[src/rtl/core/vrbm_pkg.sv]
// ----------------------------------------------------------------------------
// vrbm_pkg
// Shared types and constants for the region box and mosaic pixel effect.
// ----------------------------------------------------------------------------
package vrbm_pkg;

    // field widths of the pixel stream and the register file
    localparam int COUNT_W   = 11;
    localparam int PIX_W     = 32;
    localparam int MODE_W    = 2;
    localparam int CFG_W     = 11;
    localparam int CFG_IDX_W = 3;

    // defaults for the top level parameters
    localparam int MAX_LINE_PIXELS_DEF = 2048;
    localparam int BLOCK_EDGE_DEF      = 8;
    localparam int PIXEL_BITS_DEF      = 32;

    // register indexes on the configuration port
    localparam logic [CFG_IDX_W-1:0] REG_LEFT   = 3'd0;
    localparam logic [CFG_IDX_W-1:0] REG_TOP    = 3'd1;
    localparam logic [CFG_IDX_W-1:0] REG_WIDTH  = 3'd2;
    localparam logic [CFG_IDX_W-1:0] REG_HEIGHT = 3'd3;
    localparam logic [CFG_IDX_W-1:0] REG_MODE   = 3'd4;

    // effect modes
    localparam logic [MODE_W-1:0] MODE_OUTLINE = 2'd1;
    localparam logic [MODE_W-1:0] MODE_MOSAIC  = 2'd2;

    // outline colour
    localparam logic [PIX_W-1:0] RED_WORD = 32'h00FF_0000;

    // what happens to one pixel
    typedef enum logic [1:0] {
        PX_PASS,
        PX_RED,
        PX_SAMPLE,
        PX_REPLACE
    } px_sel_t;

    typedef struct packed {
        px_sel_t sel;
    } px_ctl_t;

    // register file contents
    typedef struct packed {
        logic [COUNT_W-1:0] left;
        logic [COUNT_W-1:0] top;
        logic [COUNT_W-1:0] width;
        logic [COUNT_W-1:0] height;
        logic [MODE_W-1:0]  mode;
    } cfg_t;

endpackage

[src/rtl/core/vrbm_locate.sv]
// ----------------------------------------------------------------------------
// vrbm_locate
// Column and row counters with block phase tracking; classifies each beat
// as pass, outline, mosaic sample or mosaic replace and gives the store index.
// ----------------------------------------------------------------------------
module vrbm_locate #(
    parameter int MAX_LINE_PIXELS = vrbm_pkg::MAX_LINE_PIXELS_DEF,
    parameter int BLOCK_EDGE      = vrbm_pkg::BLOCK_EDGE_DEF,
    localparam int STORE_DEPTH    = MAX_LINE_PIXELS / BLOCK_EDGE,
    localparam int IDX_W          = (STORE_DEPTH > 1) ? $clog2(STORE_DEPTH) : 1
) (
    input  logic              clk,
    input  logic              rst_n,
    input  logic              step,
    input  logic              frame_start,
    input  logic              line_end,
    input  vrbm_pkg::cfg_t    cfg,
    output vrbm_pkg::px_ctl_t ctl,
    output logic [IDX_W-1:0]  idx
);
    import vrbm_pkg::*;

    localparam int PH_W = $clog2(BLOCK_EDGE);
    localparam logic [PH_W-1:0]    PH_LAST   = PH_W'(BLOCK_EDGE - 1);
    localparam logic [COUNT_W:0]   DEPTH_CMP = (COUNT_W + 1)'(STORE_DEPTH);

    logic [COUNT_W-1:0] col_reg, col_next;
    logic [COUNT_W-1:0] row_reg, row_next;
    logic [PH_W-1:0]    cph_reg, cph_next;
    logic [COUNT_W-1:0] cblk_reg, cblk_next;
    logic [PH_W-1:0]    rph_reg, rph_next;

    logic [COUNT_W-1:0] x, y;
    logic               at_left, at_top;
    logic [PH_W-1:0]    cph, rph;
    logic [COUNT_W-1:0] cblk;
    logic [COUNT_W:0]   right, bottom;
    logic               in_rect, on_border, blk_ok;

    // position of the current beat; frame start forces the origin
    always_comb
    begin
        x       = frame_start ? '0 : col_reg;
        y       = frame_start ? '0 : row_reg;
        at_left = (x == cfg.left);
        at_top  = (y == cfg.top);
        // block phase restarts on the rectangle's left and top edges
        cph     = at_left ? '0 : cph_reg;
        cblk    = at_left ? '0 : cblk_reg;
        rph     = at_top  ? '0 : rph_reg;
    end

    // rectangle tests, edges kept at 12 bits so they never wrap
    always_comb
    begin
        right     = {1'b0, cfg.left} + {1'b0, cfg.width};
        bottom    = {1'b0, cfg.top} + {1'b0, cfg.height};
        in_rect   = (x >= cfg.left) && ({1'b0, x} <= right) &&
                    (y >= cfg.top) && ({1'b0, y} <= bottom);
        on_border = at_left || ({1'b0, x} == right) ||
                    at_top || ({1'b0, y} == bottom);
        blk_ok    = ({1'b0, cblk} < DEPTH_CMP);
    end

    // classify the beat
    always_comb
    begin
        ctl.sel = PX_PASS;
        case (cfg.mode)
            MODE_OUTLINE:
            begin
                if (in_rect && on_border)
                    ctl.sel = PX_RED;
            end
            MODE_MOSAIC:
            begin
                if (in_rect && blk_ok)
                    ctl.sel = ((cph == '0) && (rph == '0)) ? PX_SAMPLE : PX_REPLACE;
            end
            default:
            begin
                ctl.sel = PX_PASS;
            end
        endcase
    end

    assign idx = cblk[IDX_W-1:0];

    // counter advance after the beat
    always_comb
    begin
        if (cph == PH_LAST)
        begin
            cph_next  = '0;
            cblk_next = cblk + 1'b1;
        end
        else
        begin
            cph_next  = cph + 1'b1;
            cblk_next = cblk;
        end

        if (line_end)
        begin
            col_next = '0;
            row_next = y + 1'b1;
            rph_next = (rph == PH_LAST) ? '0 : rph + 1'b1;
        end
        else
        begin
            col_next = x + 1'b1;
            row_next = y;
            rph_next = rph;
        end
    end

    always_ff @(posedge clk or negedge rst_n)
    begin
        if (!rst_n)
        begin
            col_reg  <= '0;
            row_reg  <= '0;
            cph_reg  <= '0;
            cblk_reg <= '0;
            rph_reg  <= '0;
        end
        else if (step)
        begin
            col_reg  <= col_next;
            row_reg  <= row_next;
            cph_reg  <= cph_next;
            cblk_reg <= cblk_next;
            rph_reg  <= rph_next;
        end
    end

endmodule

[config.mk]
export PLATFORM = sky130hd
export DESIGN_NAME = vrbm_locate
export DESIGN_NICKNAME = d
export VERILOG_FILES = /design/src/rtl/core/vrbm_pkg.sv /design/src/rtl/core/vrbm_locate.sv
export SDC_FILE = /design/constraint.sdc
export NUM_CORES = 1
export LEC_CHECK = 0
export ABC_AREA = 0
export BUFFER_PORTS_ARGS = -buffer_cell sky130_fd_sc_hd__buf_4
export CORE_MARGIN = 3
export CORE_UTILIZATION = 64
export CTS_CLUSTER_SIZE = 8
export DETAILED_ROUTE_END_ITERATION = 10
export PLACE_DENSITY = 0.93
export RECOVER_POWER = 100
export SYNTH_ARGS = -nofsm -noshare
export SYNTH_HDL_FRONTEND = slang
export SYNTH_SLANG_ARGS = --single-unit
[constraint.sdc]
create_clock -name clk -period 7.8 [get_ports clk]
set_input_delay 0.78 -clock clk [delete_from_list [all_inputs] [get_ports clk]]
set_output_delay 0.78 -clock clk [all_outputs]
set_load 0.02 [all_outputs]
==> impl_metrics.ini <==
[final_layout]
final_nets = 701
n_antenna_cell = 0
layout-drive-gt1-share_pct = 13.3
area_growth_pct = 12.7

[clock_tree]
cts.sinks = 39
htreeDepth = 2
holdBufCountCts = 0
cts_resized = 0
post_cts_buffers = 0
clk_path_buf_depth = 2
clk_pin_slew_ps = 70
cts_root_buf = clkbuf_8
cts_tree = built
numCtsBuffers = 5
insertion_delay_ps = 300

[setup_path]
worst_path_dominant_cell_family = compound AO/OA/AOI/OAI gates
worstSetupPathType = in -> out
cp_max_fo = 3
r2r_start = col_reg[8]
cp_data_arrival_time_ps = 4690
endpoint_kind = output port
critical_path_buf_inv_count = 2
start_kind = primary input
path_cells = buf_4 -> ha_1 -> fa_1 -> a21o_1 -> a21oi_1 -> o21bai_2 -> a2111oi_0 -> o31ai_1 -> a21oi_1 -> xor2_1 -> ha_1 -> nand3_1 -> nor3_1 -> and3_1 -> nor4_1 -> nor4b_4 -> buf_4
critPathRequiredTime_ps = 7020
slowest_delay_ps = 670
slowest_stage = nor4_1
crit_start = cfg[13]

[sta]
max_freq_mhz = 183
hold_viol = 0
drv_slew = 91
fin_skew_ps = 8.29
post-route-period-util_pct = 70.1
worst_slew_pin_slew_ps = 2080
rsz0062_at_grt = no
finalCriticalPeriod_ps = 5470
tns_ps = 0
setup_viol = 0
relSlewSlack_pct = -38.6
hold_slack_ps = 502

[power]
finalPower_uw = 616
vdd_drop_max_mv = 0.152
leakagePower_nw = 2.54
power_density_nw_per_um2 = 128

[detailed_routing]
drc_errors = 0
drtIter0Drc = 171
ant_nets = 0
wl_um = 9790
routed_via_density = 6.11
vias = 3972
wl_per_cell_um = 15.1
drtPass1Iterations = 4

[placed_design]
gp_congestion = 0.911
dpl.hpwl_um = 7880
io_buffer_count = 60

[grt]
grt_max_degree = 51
grt_pass1_wl_um = 16700
antenna_found_initial = 0
overflow = 0
grt_pass1_vias = 3888
track_usage_pct = 26.6

[floorplan]
rows = 29
io_pins = 61
initial_utilization_pct = 66.5
die-height_um = 87.7
die-width_um = 87.7
core-area_um2 = 6420
die_area_um2 = 7690

[synthesis]
synth_cell_types = 57
synthCells = 517
ys_seq_elements = 39
yosysTopAreaCell = dfrtp_1
yosysWarningCount = 0
synth_most_common_cell = ha_1
synth-main-ff-cell = dfrtp_1
netlist.area_leader.share_pct = 22.8
synth_edf_count = 0
ys_seq_area_share_pct = 22.8
syn-num-nets = 646
synth_area_leaders = dfrtp_1, ha_1, inv_1
async_flop_share_pct = 100
avgSynthCellArea_um2 = 8.26
synth_common_cells = ha_1, inv_1, nand2_1
synth.cell_area_um2 = 4270

[flow_run]
cap_violations = 2

[min_path]
hp-class = reg -> reg
hp-start = rph_reg[1]

[run_status]
status = complete, but fails checks
violations = capacitance limit, slew limit
[final timing paths]
| kind | to | slack, ps | cells past startpoint |
|---|---|---|---|
| worst min-delay path | rph_reg[1] | 500 | 1 |
| worst max-delay path | ctl[0] | 2330 | 17 |
| max in group asynchronous | col_reg[1] | 5530 | 1 |
| worst max register to register | cblk_reg[7] | 4270 | 15 |
| worst min register to register | rph_reg[1] | 500 | 1 |
| min in group asynchronous | rph_reg[2] | 1070 | 1 |
[per-layer routing]
metal | up-vias | track usage (%) | share of wire, %
met5 | - | 0 | 0
met4 | 0 | 8.09 | 1.8
met3 | 18 | 2.54 | 5.0
met2 | 105 | 46.2 | 49
met1 | 1879 | 35.0 | 45
li1 | 1970 | - | -
[worst register-to-register path, cell delays in order (launching register included)]
cell and delay (ps):
dfrtp_1 410, nor2b_1 180, ha_1 390, nand4_1 200, or3_1 620, nand2_1 210, inv_1 60, ha_1 190
ha_1 290, nand2_1 140, nor2_1 60, and3_1 210, and3_1 200, o21ai_0 140, nand2_1 80, o21ai_0 70
[stage by stage]
stage	instance area (um2)	util, %	instances	setup WS [ps]
after CTS	4860	75.6	650	2580
after global routing	4820	75.0	650	1920
final	4820	75.0	650	2330
after detailed placement	4770	74.3	642	2600
after floorplan	4270	-	517	3250
after global placement	4770	74.3	642	2690
[kinds of logic (layout without fill, tap and decap cells)]
family          count (synthesis)  count (layout)  share of synthesized area (%)
flops                          39              39                           22.8
fa+ha+maj                      78              78                           23.2
buf+inv                        59             115                           5.21
simple gates                  182             182                           22.3
mux                             7               7                           1.79
compound gates                127             127                           19.5
xor+xnor                       25              25                           5.13
[layout by cell type (no fill, tap or decap), types with 3 or more instances in the layout]
cell / n
o22ai_1: 7
mux2_2: 5
o211ai_1: 3
nor2_1: 31
a32o_1: 3
buf_4: 57
a21oi_1: 32
nand2_1: 46
nor4_1: 3
dfrtp_1: 39
or3_1: 3
o21bai_1: 3
a31oi_1: 5
nand3_1: 22
clkbuf_8: 5
nor2b_1: 21
nand2b_1: 7
a22o_1: 7
inv_1: 47
and3_1: 15
clkinv_2: 3
o21ai_0: 28
xnor2_1: 10
clkbuf_1: 3
nor3b_1: 3
xor2_1: 15
a21o_1: 14
o31ai_1: 3
or2_2: 3
and2_0: 7
nor3_1: 8
nand4_1: 8
ha_1: 76
a211oi_1: 4
[power breakdown]
group	leakage (nW)	total, mW	internal, mW	switching (mW)
registers	0.519	0.236	0.222	0.0142
logic	1.97	0.245	0.110	0.135
clock network	0.0477	0.134	0.0612	0.0730
total	2.54	0.616	0.393	0.222
[area by class of cell]
cell class / instances / area [um2]
clock buffers: 5 / 68.8
clock inverters: 3 / 15.0
fillers: 480 / 1610
inverters: 47 / 176
multi-input cells: 419 / 3040
flip-flops and latches: 39 / 976
well taps: 77 / 96.3
repair buffers: 60 / 439
No activity file was read; power rests on OpenSTA's default activity.
